## config.mk

```make
export PLATFORM = sky130hd
export DESIGN_NAME = joystick_frame_to_wheel_speeds_unit_flat
export DESIGN_NICKNAME = d
export VERILOG_FILES = /design/src/rtl/jfws_pkg.sv /design/src/rtl/jfws_if.sv /design/src/rtl/jfws_cfg_regs.sv /design/src/rtl/jfws_frame_decoder.sv /design/src/rtl/jfws_mixer.sv /design/src/rtl/joystick_frame_to_wheel_speeds_unit.sv /design/src/flat_wrapper.sv
export SDC_FILE = /design/constraint.sdc
export NUM_CORES = 1
export LEC_CHECK = 0
export BUFFER_PORTS_ARGS = -buffer_cell sky130_fd_sc_hd__buf_2
export CELL_PAD_IN_SITES_DETAIL_PLACEMENT = 1
export CELL_PAD_IN_SITES_GLOBAL_PLACEMENT = 2
export CORE_AREA = 2 2 223 170
export DETAILED_ROUTE_END_ITERATION = 8
export DIE_AREA = 0 0 225 172
export PLACE_DENSITY = 0.87
export SETUP_SLACK_MARGIN = 0.15
export SYNTH_ARGS = -nofsm -noshare
export SYNTH_HDL_FRONTEND = slang
export SYNTH_SLANG_ARGS = --single-unit
```

## constraint.sdc

```tcl
create_clock -name clk -period 28 [get_ports clk]
set_input_delay 2.8 -clock clk [delete_from_list [all_inputs] [get_ports clk]]
set_output_delay 2.8 -clock clk [all_outputs]
set_load 0.005 [all_outputs]
```

## src/rtl/jfws_pkg.sv

```systemverilog
// ---------------------------------------------------------------------------
// jfws_pkg: shared types, constants and helpers of the joystick wheel mixer
// Frame byte codes, register map, reset values and the small arithmetic
// helpers used by the frame decoder and the speed mixer.
// ---------------------------------------------------------------------------
`default_nettype none

package jfws_pkg;

  // Frame byte codes.
  localparam logic [7:0] BYTE_STX      = 8'h02;
  localparam logic [7:0] BYTE_ETX      = 8'h03;
  localparam logic [7:0] BYTE_MAX_DATA = 8'd127;

  // Digit decoding constants.
  localparam logic signed [14:0] ASCII_ZERO  = 15'sd48;
  localparam logic signed [14:0] AXIS_OFFSET = 15'sd200;
  localparam logic signed [14:0] AXIS_MAX    = 15'sd100;

  // Field widths.
  localparam int BYTE_W  = 8;
  localparam int DIGIT_W = 7;
  localparam int AXIS_W  = 8;
  localparam int SPEED_W = 12;
  localparam int GAIN_W  = 4;
  localparam int LIMIT_W = 11;
  localparam int WIDE_W  = 13;

  // Register reset values.
  localparam logic [GAIN_W-1:0]  GAIN_RESET  = 4'd5;
  localparam logic [LIMIT_W-1:0] LIMIT_RESET = 11'd500;

  // Register indexes on the configuration port.
  typedef enum logic {
    REG_SPEED_GAIN  = 1'b0,
    REG_SPEED_LIMIT = 1'b1
  } reg_idx_t;

  // Position inside a frame: waiting for STX, six digit slots, terminator.
  typedef enum logic [2:0] {
    POS_IDLE = 3'd0,
    POS_D1   = 3'd1,
    POS_D2   = 3'd2,
    POS_D3   = 3'd3,
    POS_D4   = 3'd4,
    POS_D5   = 3'd5,
    POS_D6   = 3'd6,
    POS_TERM = 3'd7
  } frame_pos_t;

  // Configuration register contents.
  typedef struct packed {
    logic [GAIN_W-1:0]  gain;
    logic [LIMIT_W-1:0] limit;
  } cfg_t;

  // Decoded axes passed from the decoder stage to the mixer.
  typedef struct packed {
    logic                     valid;
    logic signed [AXIS_W-1:0] x;
    logic signed [AXIS_W-1:0] y;
  } axes_t;

  // Three ASCII digits to a value, offset removed.
  function automatic logic signed [14:0] decode_triple(
    input logic [DIGIT_W-1:0] a,
    input logic [DIGIT_W-1:0] b,
    input logic [DIGIT_W-1:0] c
  );
    logic signed [14:0] sa;
    logic signed [14:0] sb;
    logic signed [14:0] sc;
    sa = $signed({8'b0, a}) - ASCII_ZERO;
    sb = $signed({8'b0, b}) - ASCII_ZERO;
    sc = $signed({8'b0, c}) - ASCII_ZERO;
    return sa * 15'sd100 + sb * 15'sd10 + sc - AXIS_OFFSET;
  endfunction

  // Clamp to a range; the lower bound wins first.
  function automatic logic signed [WIDE_W-1:0] clamp_wide(
    input logic signed [WIDE_W-1:0] v,
    input logic signed [WIDE_W-1:0] lo,
    input logic signed [WIDE_W-1:0] hi
  );
    logic signed [WIDE_W-1:0] r;
    if (v < lo) begin
      r = lo;
    end else if (v > hi) begin
      r = hi;
    end else begin
      r = v;
    end
    return r;
  endfunction

endpackage

`default_nettype wire

```

## src/rtl/jfws_if.sv

```systemverilog
// ---------------------------------------------------------------------------
// jfws_if: valid/ready channels of the joystick wheel mixer
// One channel carries received bytes, the other the wheel speed pair.
// ---------------------------------------------------------------------------
`default_nettype none

interface jfws_byte_if import jfws_pkg::*; ();
  logic              valid;
  logic              ready;
  logic [BYTE_W-1:0] rx_byte;

  modport source (output valid, output rx_byte, input ready);
  modport sink (input valid, input rx_byte, output ready);
endinterface

interface jfws_speed_if import jfws_pkg::*; ();
  logic                      valid;
  logic                      ready;
  logic signed [SPEED_W-1:0] left_speed;
  logic signed [SPEED_W-1:0] right_speed;

  modport source (output valid, output left_speed, output right_speed, input ready);
  modport sink (input valid, input left_speed, input right_speed, output ready);
endinterface

`default_nettype wire

```

## src/rtl/jfws_cfg_regs.sv

```systemverilog
// ---------------------------------------------------------------------------
// jfws_cfg_regs: configuration registers on an APB-style port
// Holds the speed gain and the speed limit; writes complete in the access
// phase and reads return the register value.
// ---------------------------------------------------------------------------
`default_nettype none

module jfws_cfg_regs import jfws_pkg::*; (
  input  wire logic        clk,
  input  wire logic        rst,
  input  wire logic        psel,
  input  wire logic        penable,
  input  wire logic        pwrite,
  input  wire logic [2:0]  paddr,
  input  wire logic [31:0] pwdata,
  output logic [31:0]      prdata,
  output logic             pready,
  output cfg_t             cfg
);

  reg_idx_t reg_idx;
  logic     wr_en;

  assign pready  = 1'b1;
  assign reg_idx = reg_idx_t'(paddr[2]);
  assign wr_en   = psel && penable && pwrite && pready;

  // Register writes.
  always_ff @(posedge clk) begin
    if (rst) begin
      cfg.gain  <= GAIN_RESET;
      cfg.limit <= LIMIT_RESET;
    end else if (wr_en) begin
      case (reg_idx)
        REG_SPEED_GAIN:  cfg.gain  <= pwdata[GAIN_W-1:0];
        REG_SPEED_LIMIT: cfg.limit <= pwdata[LIMIT_W-1:0];
        default: ;
      endcase
    end
  end

  // Read data selection.
  always_comb begin
    case (reg_idx)
      REG_SPEED_GAIN:  prdata = {{(32-GAIN_W){1'b0}}, cfg.gain};
      REG_SPEED_LIMIT: prdata = {{(32-LIMIT_W){1'b0}}, cfg.limit};
      default:         prdata = '0;
    endcase
  end

endmodule

`default_nettype wire

```

## src/rtl/jfws_frame_decoder.sv

```systemverilog
// ---------------------------------------------------------------------------
// jfws_frame_decoder: byte framing and axis decoding
// Tracks the frame position, stores the six digit bytes and, on a valid
// terminator, registers the decoded X and Y axes when both are in range.
// ---------------------------------------------------------------------------
`default_nettype none

module jfws_frame_decoder import jfws_pkg::*; (
  input  wire logic              clk,
  input  wire logic              rst,
  input  wire logic              in_valid,
  input  wire logic [BYTE_W-1:0] in_byte,
  output logic                   in_ready,
  input  wire logic              take,
  output axes_t                  axes
);

  frame_pos_t         pos;
  frame_pos_t         pos_next;
  logic [DIGIT_W-1:0] digits [6];
  logic               accept;
  logic               high_byte;
  logic               button_end;
  logic               digit_slot;
  logic               digit_wr;
  logic [2:0]         wr_idx;
  logic               frame_end;
  logic signed [14:0] x_raw;
  logic signed [14:0] y_raw;
  logic               axes_ok;

  // The stage takes a new byte whenever its result register is free or moving.
  assign in_ready = !axes.valid || take;
  assign accept   = in_valid && in_ready;

  assign high_byte  = in_byte > BYTE_MAX_DATA;
  assign button_end = (in_byte == BYTE_ETX) && (pos == POS_D2);
  assign digit_slot = (pos != POS_IDLE) && (pos != POS_TERM);
  assign digit_wr   = accept && digit_slot && !high_byte && !button_end;
  assign wr_idx     = 3'(pos - POS_D1);
  assign frame_end  = accept && (pos == POS_TERM) && (in_byte == BYTE_ETX);

  // Frame position: next state.
  always_comb begin
    pos_next = pos;
    case (pos)
      POS_IDLE: begin
        if (in_byte == BYTE_STX) begin
          pos_next = POS_D1;
        end
      end
      POS_TERM: pos_next = POS_IDLE;
      default: begin
        if (high_byte || button_end) begin
          pos_next = POS_IDLE;
        end else begin
          pos_next = frame_pos_t'(pos + 3'd1);
        end
      end
    endcase
  end

  // Frame position register.
  always_ff @(posedge clk) begin
    if (rst) begin
      pos <= POS_IDLE;
    end else if (accept) begin
      pos <= pos_next;
    end
  end

  // Digit store, written one slot per accepted data byte.
  always_ff @(posedge clk) begin
    if (digit_wr) begin
      digits[wr_idx] <= in_byte[DIGIT_W-1:0];
    end
  end

  // Axis decode and range check from the stored digits.
  assign x_raw   = decode_triple(digits[0], digits[1], digits[2]);
  assign y_raw   = decode_triple(digits[3], digits[4], digits[5]);
  assign axes_ok = (x_raw >= -AXIS_MAX) && (x_raw <= AXIS_MAX) &&
                   (y_raw >= -AXIS_MAX) && (y_raw <= AXIS_MAX);

  // Decoded axes register.
  always_ff @(posedge clk) begin
    if (rst) begin
      axes.valid <= 1'b0;
    end else if (in_ready) begin
      axes.valid <= frame_end && axes_ok;
    end
  end

  always_ff @(posedge clk) begin
    if (in_ready) begin
      axes.x <= x_raw[AXIS_W-1:0];
      axes.y <= y_raw[AXIS_W-1:0];
    end
  end

`ifndef NO_ASSERTIONS
  // Reset returns the decoder to waiting for a start byte.
  assert property (@(posedge clk) rst |=> pos == POS_IDLE)
    else $error("frame position not idle after reset");

  // Any byte in the terminator slot closes the frame.
  assert property (@(posedge clk) disable iff (rst)
    accept && pos == POS_TERM |=> pos == POS_IDLE)
    else $error("terminator slot did not close the frame");

  // Only in-range axes reach the mixer.
  assert property (@(posedge clk) disable iff (rst)
    axes.valid |-> (axes.x >= -8'sd100 && axes.x <= 8'sd100 &&
                    axes.y >= -8'sd100 && axes.y <= 8'sd100))
    else $error("out-of-range axis passed to mixer");
`endif

endmodule

`default_nettype wire

```

## src/rtl/jfws_mixer.sv

```systemverilog
// ---------------------------------------------------------------------------
// jfws_mixer: axis scaling, clamping and differential-drive mix
// Scales the decoded axes by the gain, clamps them to the limit, mixes them
// into left and right wheel speeds and holds the result for the receiver.
// ---------------------------------------------------------------------------
`default_nettype none

module jfws_mixer import jfws_pkg::*; (
  input  wire logic        clk,
  input  wire logic        rst,
  input  wire axes_t       axes,
  input  wire cfg_t        cfg,
  output logic             take,
  jfws_speed_if.source     wheel
);

  logic signed [WIDE_W-1:0] gain_w;
  logic signed [WIDE_W-1:0] lim_pos;
  logic signed [WIDE_W-1:0] lim_neg;
  logic signed [WIDE_W-1:0] x_scaled;
  logic signed [WIDE_W-1:0] y_scaled;
  logic signed [WIDE_W-1:0] xc;
  logic signed [WIDE_W-1:0] yc;
  logic signed [WIDE_W-1:0] left_n;
  logic signed [WIDE_W-1:0] right_n;

  // The result register loads when empty or when its request is taken.
  assign take = !wheel.valid || wheel.ready;

  // Scale and clamp both axes; X is turned around.
  assign gain_w   = $signed({{(WIDE_W-GAIN_W){1'b0}}, cfg.gain});
  assign lim_pos  = $signed({{(WIDE_W-LIMIT_W){1'b0}}, cfg.limit});
  assign lim_neg  = -lim_pos;
  assign x_scaled = -(WIDE_W'(axes.x) * gain_w);
  assign y_scaled = WIDE_W'(axes.y) * gain_w;
  assign xc       = clamp_wide(x_scaled, lim_neg, lim_pos);
  assign yc       = clamp_wide(y_scaled, lim_neg, lim_pos);

  // Mix: the wheel on the side of the turn slows down, never below -limit.
  always_comb begin
    left_n  = xc;
    right_n = xc;
    if (yc < 0) begin
      left_n = clamp_wide(xc + yc, lim_neg, xc);
    end else if (yc > 0) begin
      right_n = clamp_wide(xc - yc, lim_neg, xc);
    end
  end

  // Result register.
  always_ff @(posedge clk) begin
    if (rst) begin
      wheel.valid <= 1'b0;
    end else if (take) begin
      wheel.valid <= axes.valid;
    end
  end

  always_ff @(posedge clk) begin
    if (take) begin
      wheel.left_speed  <= left_n[SPEED_W-1:0];
      wheel.right_speed <= right_n[SPEED_W-1:0];
    end
  end

`ifndef NO_ASSERTIONS
  // Neither wheel speed is above the scaled, clamped X axis.
  assert property (@(posedge clk) disable iff (rst)
    take && axes.valid |-> (left_n <= xc && right_n <= xc))
    else $error("mixed speed exceeds the steering axis");
`endif

endmodule

`default_nettype wire

```

## src/rtl/joystick_frame_to_wheel_speeds_unit.sv

```systemverilog
// ---------------------------------------------------------------------------
// joystick_frame_to_wheel_speeds_unit: joystick frame to wheel speeds
// Usage:
//   rx carries received serial bytes, one request per byte. A frame is STX,
//   six ASCII digits (X then Y) and ETX. wheel carries one request with the
//   left and right wheel speeds for every complete, in-range frame; other
//   bytes and frames give no request.
//   Configuration: speed_gain at byte address 0, speed_limit at address 4,
//   written over the APB-style port while the block is idle.
//   Throughput: one byte per cycle while rx.ready is high. After a frame's
//   ETX is accepted, its speeds pass the decoder register, then the
//   result register.
//   When the receiver stalls, the pending speeds hold and bytes keep coming
//   in until a second finished frame waits in the decoder register; rx.ready
//   then drops until the result register frees.
//   Reset (rst, synchronous) returns the decoder to waiting for STX, empties
//   both registers and restores gain 5 and limit 500. The digit store has
//   no reset; every slot is written before a frame can complete.
// ---------------------------------------------------------------------------
`default_nettype none

module joystick_frame_to_wheel_speeds_unit import jfws_pkg::*; (
  input  wire logic        clk,
  input  wire logic        rst,
  jfws_byte_if.sink        rx,
  jfws_speed_if.source     wheel,
  input  wire logic        psel,
  input  wire logic        penable,
  input  wire logic        pwrite,
  input  wire logic [2:0]  paddr,
  input  wire logic [31:0] pwdata,
  output logic [31:0]      prdata,
  output logic             pready
);

  cfg_t  cfg;
  axes_t axes;
  logic  take;

  // Configuration registers.
  jfws_cfg_regs u_cfg_regs (
    .clk     (clk),
    .rst     (rst),
    .psel    (psel),
    .penable (penable),
    .pwrite  (pwrite),
    .paddr   (paddr),
    .pwdata  (pwdata),
    .prdata  (prdata),
    .pready  (pready),
    .cfg     (cfg)
  );

  // Framing and axis decode.
  jfws_frame_decoder u_frame_decoder (
    .clk      (clk),
    .rst      (rst),
    .in_valid (rx.valid),
    .in_byte  (rx.rx_byte),
    .in_ready (rx.ready),
    .take     (take),
    .axes     (axes)
  );

  // Scaling, mixing and result register.
  jfws_mixer u_mixer (
    .clk   (clk),
    .rst   (rst),
    .axes  (axes),
    .cfg   (cfg),
    .take  (take),
    .wheel (wheel)
  );

`ifndef NO_ASSERTIONS
  // Bytes are refused only while a result is waiting on the output.
  assert property (@(posedge clk) disable iff (rst) !rx.ready |-> wheel.valid)
    else $error("input stalled with no pending result");
`endif

endmodule

`default_nettype wire
```

## src/flat_wrapper.sv

```systemverilog
// flat-port wrapper written by rule: the top's interface ports become plain ports
module joystick_frame_to_wheel_speeds_unit_flat import jfws_pkg::*;
  (clk, rst, psel, penable, pwrite, paddr, pwdata, prdata, pready, rx_valid, rx_rx_byte, rx_ready, wheel_valid, wheel_left_speed, wheel_right_speed, wheel_ready);
  jfws_byte_if rx_i ();
  jfws_speed_if wheel_i ();
  input  wire logic clk;
  input  wire logic rst;
  input  wire logic psel;
  input  wire logic penable;
  input  wire logic pwrite;
  input  wire logic [2:0] paddr;
  input  wire logic [31:0] pwdata;
  output logic [31:0] prdata;
  output logic pready;
  input wire logic [$bits(rx_i.valid)-1:0] rx_valid;
  input wire logic [$bits(rx_i.rx_byte)-1:0] rx_rx_byte;
  output wire logic [$bits(rx_i.ready)-1:0] rx_ready;
  output wire logic [$bits(wheel_i.valid)-1:0] wheel_valid;
  output wire logic [$bits(wheel_i.left_speed)-1:0] wheel_left_speed;
  output wire logic [$bits(wheel_i.right_speed)-1:0] wheel_right_speed;
  input wire logic [$bits(wheel_i.ready)-1:0] wheel_ready;
  assign rx_i.valid = rx_valid;
  assign rx_i.rx_byte = rx_rx_byte;
  assign rx_ready = rx_i.ready;
  assign wheel_valid = wheel_i.valid;
  assign wheel_left_speed = wheel_i.left_speed;
  assign wheel_right_speed = wheel_i.right_speed;
  assign wheel_i.ready = wheel_ready;
  joystick_frame_to_wheel_speeds_unit u_core (.clk(clk), .rst(rst), .rx(rx_i), .wheel(wheel_i), .psel(psel), .penable(penable), .pwrite(pwrite), .paddr(paddr), .pwdata(pwdata), .prdata(prdata), .pready(pready));
endmodule
```

==> flow_metrics.py <==
metrics = {
    "floorplan": {
        "start_util_pct": 42.37,
        "die_width_um": 225,
        "io-pin-count": 109,
        "rows": 61,
        "core-area_um2": 36560,
        "die_y_um": 172,
        "die-area_um2": 38700,
    },
    "finish": {
        "design_area_um2": 16550,
        "area_growth_pct": 6.850,
        "layout_commonest_cell": "ha_1",
        "mostFrequentLayoutCells": "308 x ha_1, 230 x inv_1, 133 x nor2_1",
        "final_layout_size_suffix_gt1_share_pct": 7.471,
        "fill_cells": 4313,
        "antennaDiodeCount": 0,
        "nNetsFinal": 2235,
    },
    "logic_synthesis": {
        "syn_avg_cell_area_um2": 8.830,
        "netlist_area_um2": 15490,
        "synth_ff_type": "edfxtp_1",
        "ys_warn_count": 0,
        "syn-instance-count": 1754,
        "ys_types": 86,
        "synth-edff-count": 82,
        "ys_ff_latch": 102,
        "ys_async_sr_fraction_pct": 0,
        "yosysSeqAreaShare_pct": 18.48,
        "synth_top_area_share_pct": 24.88,
        "synth_area_leaders": "ha_1 25%, edfxtp_1 16%, fa_1 9.7%",
        "synth_top_area_cell": "ha_1",
    },
    "worst_setup_path": {
        "crit_fanout": 18,
        "slowest_stage": "a21oi_2",
        "crit_buf_inv": 4,
        "cp-end-kind": "flop",
        "crit_path_max_incr_delay_ps": 860,
        "critPathKind": "flop to flop",
        "arrival_ps": 11830,
        "critical_path.top_delay_family": "compound AO/OA/AOI/OAI gates",
        "cp.required_ps": 28060,
        "startpoint_type": "flop",
    },
    "cts": {
        "root_buffer": "clkbuf_16",
        "cts_inserted_buffers": 9,
        "htreeDepth": 3,
        "clockBufferDepth": 2,
        "cts_hold_buf": 0,
        "clock_latency_ps": 380,
        "cts_tree": "yes",
        "ctsResizeCount": 0,
        "cts_setup_buffers": 0,
        "clk_pin_slew_worst_paths_ps": 90,
        "clock_sinks": 102,
    },
    "power_and_ir_drop": {
        "ir_drop_mv": 0.1140,
        "powerDensity_nw_per_um2": 98.48,
        "p_leak_nw": 7.738,
    },
    "routing": {
        "num_vias": 12806,
        "drtIter0Drc": 791,
        "wirelength_mm": 45.25,
        "wl_per_cell_um": 19.85,
        "avgViaCountPerCell": 5.619,
        "first_pass_iters": 5,
        "drc": 0,
        "ant_nets": 0,
    },
    "sta": {
        "setup_slack_ps": 16230,
        "finalCritPeriodShare_pct": 42.03,
        "tns_ps": 0,
        "fmax_mhz": 84.97,
        "slew_headroom_pct": 25.81,
        "fin_crit_ps": 11770,
        "rsz0062_at_grt": "no",
        "finalHoldViolCount": 0,
        "maxSlewViolCount": 0,
        "clock_skew_ps": 17.02,
        "setup_violations": 0,
        "worst_pin_slew_ps": 1113,
    },
    "outcome": {
        "status": "finished clean",
    },
    "global_route": {
        "antenna_found_initial": 2,
        "grt_pass1_vias": 13267,
        "grt_max_degree": 27,
        "grt_usage_pct": 23.66,
        "grt_pass1_wl_mm": 71.56,
        "grt_overflow": 0,
    },
    "place": {
        "postPlaceCellArea_um2": 16260,
        "gp_congestion": 0.8972,
        "pre_cts_ws_ps": 16370,
        "io_buffers": 63,
        "hpwlAfterDp_mm": 38.10,
    },
    "hold_path": {
        "hold_path_class": "flop to flop",
    },
    "run": {
        "max_cap_viol_count": 0,
    },
}
==> power breakdown <==
group | internal [mW] | total, mW | switching, mW
logic | 0.476 | 1.29 | 0.810
clock network | 0.0633 | 0.132 | 0.0689
registers | 0.206 | 0.211 | 0.00556
==> sequential cells by signal (all words and copies together) (netlist names) <==
name,count
u_core.u_mixer.wheel.left_speed,12
u_core.u_mixer.wheel.valid,1
u_core.u_frame_decoder.axes,17
u_core.u_cfg_regs.cfg,15
u_core.u_frame_decoder.digits,42
u_core.u_frame_decoder.pos,3
u_core.u_mixer.wheel.right_speed,12
==> final timing paths <==
| kind | cells after the start | slack [ps] | to | start |
|---|---|---|---|---|
| worst max register to register | 39 | 16230 | u_core.u_mixer.wheel.right_speed[1] | u_core.u_cfg_regs.cfg[11] |
| worst min-delay path | 0 | 440 | u_core.u_frame_decoder.axes[0] | u_core.u_frame_decoder.digits[5][0] |
| worst max-delay path | 39 | 16230 | u_core.u_mixer.wheel.right_speed[1] | u_core.u_cfg_regs.cfg[11] |
| worst min register to register | 0 | 440 | u_core.u_frame_decoder.axes[0] | u_core.u_frame_decoder.digits[5][0] |
==> routing by layer <==
| metal | share of wire (%) | vias to the layer above | global-route usage (%) | routed length [µm] |
|---|---|---|---|---|
| li1 | - | 6178 | - | - |
| met1 | 49 | 6344 | 32.76 | 22000 |
| met2 | 46 | 238 | 39.77 | 20760 |
| met3 | 4.0 | 44 | 3.042 | 1831 |
| met4 | 1.4 | 2 | 4.636 | 635 |
| met5 | 0.029 | - | 0 | 13 |
==> stage by stage <==
step           power [mW]  std cells  util (%)  hold WS, ps
2_1_floorplan       1.087       1774         -        420.7
6_report            1.630       2279     45.27        444.9
5_1_grt             1.773       2279     45.27        450.4
4_1_cts             1.607       2279     45.27        445.3
3_3_place_gp        1.413       2263     44.47        431.1
3_5_place_dp        1.463       2263     44.47        438.6
==> area by class of cell <==
cell class	count	area, µm²	area share, %
Timing Repair Buffer	77	420.4	2.540
Clock inverter	6	62.56	0.3780
Multi-Input combinational cell	1377	11500	69.50
Clock buffer	10	229.0	1.384
Inverter	235	882.1	5.330
Tap cell	472	590.6	3.568
Sequential cell	102	2863	17.30
==> synth_stat cells (all sizes together), types with 33 or more instances <==
library cell and n:
edfxtp 82, ha 308, o21ai 74, inv 234, nor3 34, nand2 93, xor2 38, xnor2 72
nor2 133, a21oi 101, and2 63, clkbuf 33, fa 75
==> cells by family after synthesis <==
kind of cell | Yosys count | share of synthesized area [%]
fa+ha+maj | 383 | 34.57
other cells | 2 | 0.04849
mux | 23 | 1.535
xor+xnor | 110 | 6.220
buf+inv | 295 | 7.771
simple gates | 458 | 14.78
flops | 102 | 18.48
compound gates | 381 | 16.58
No activity file was read; power rests on OpenSTA's default activity.
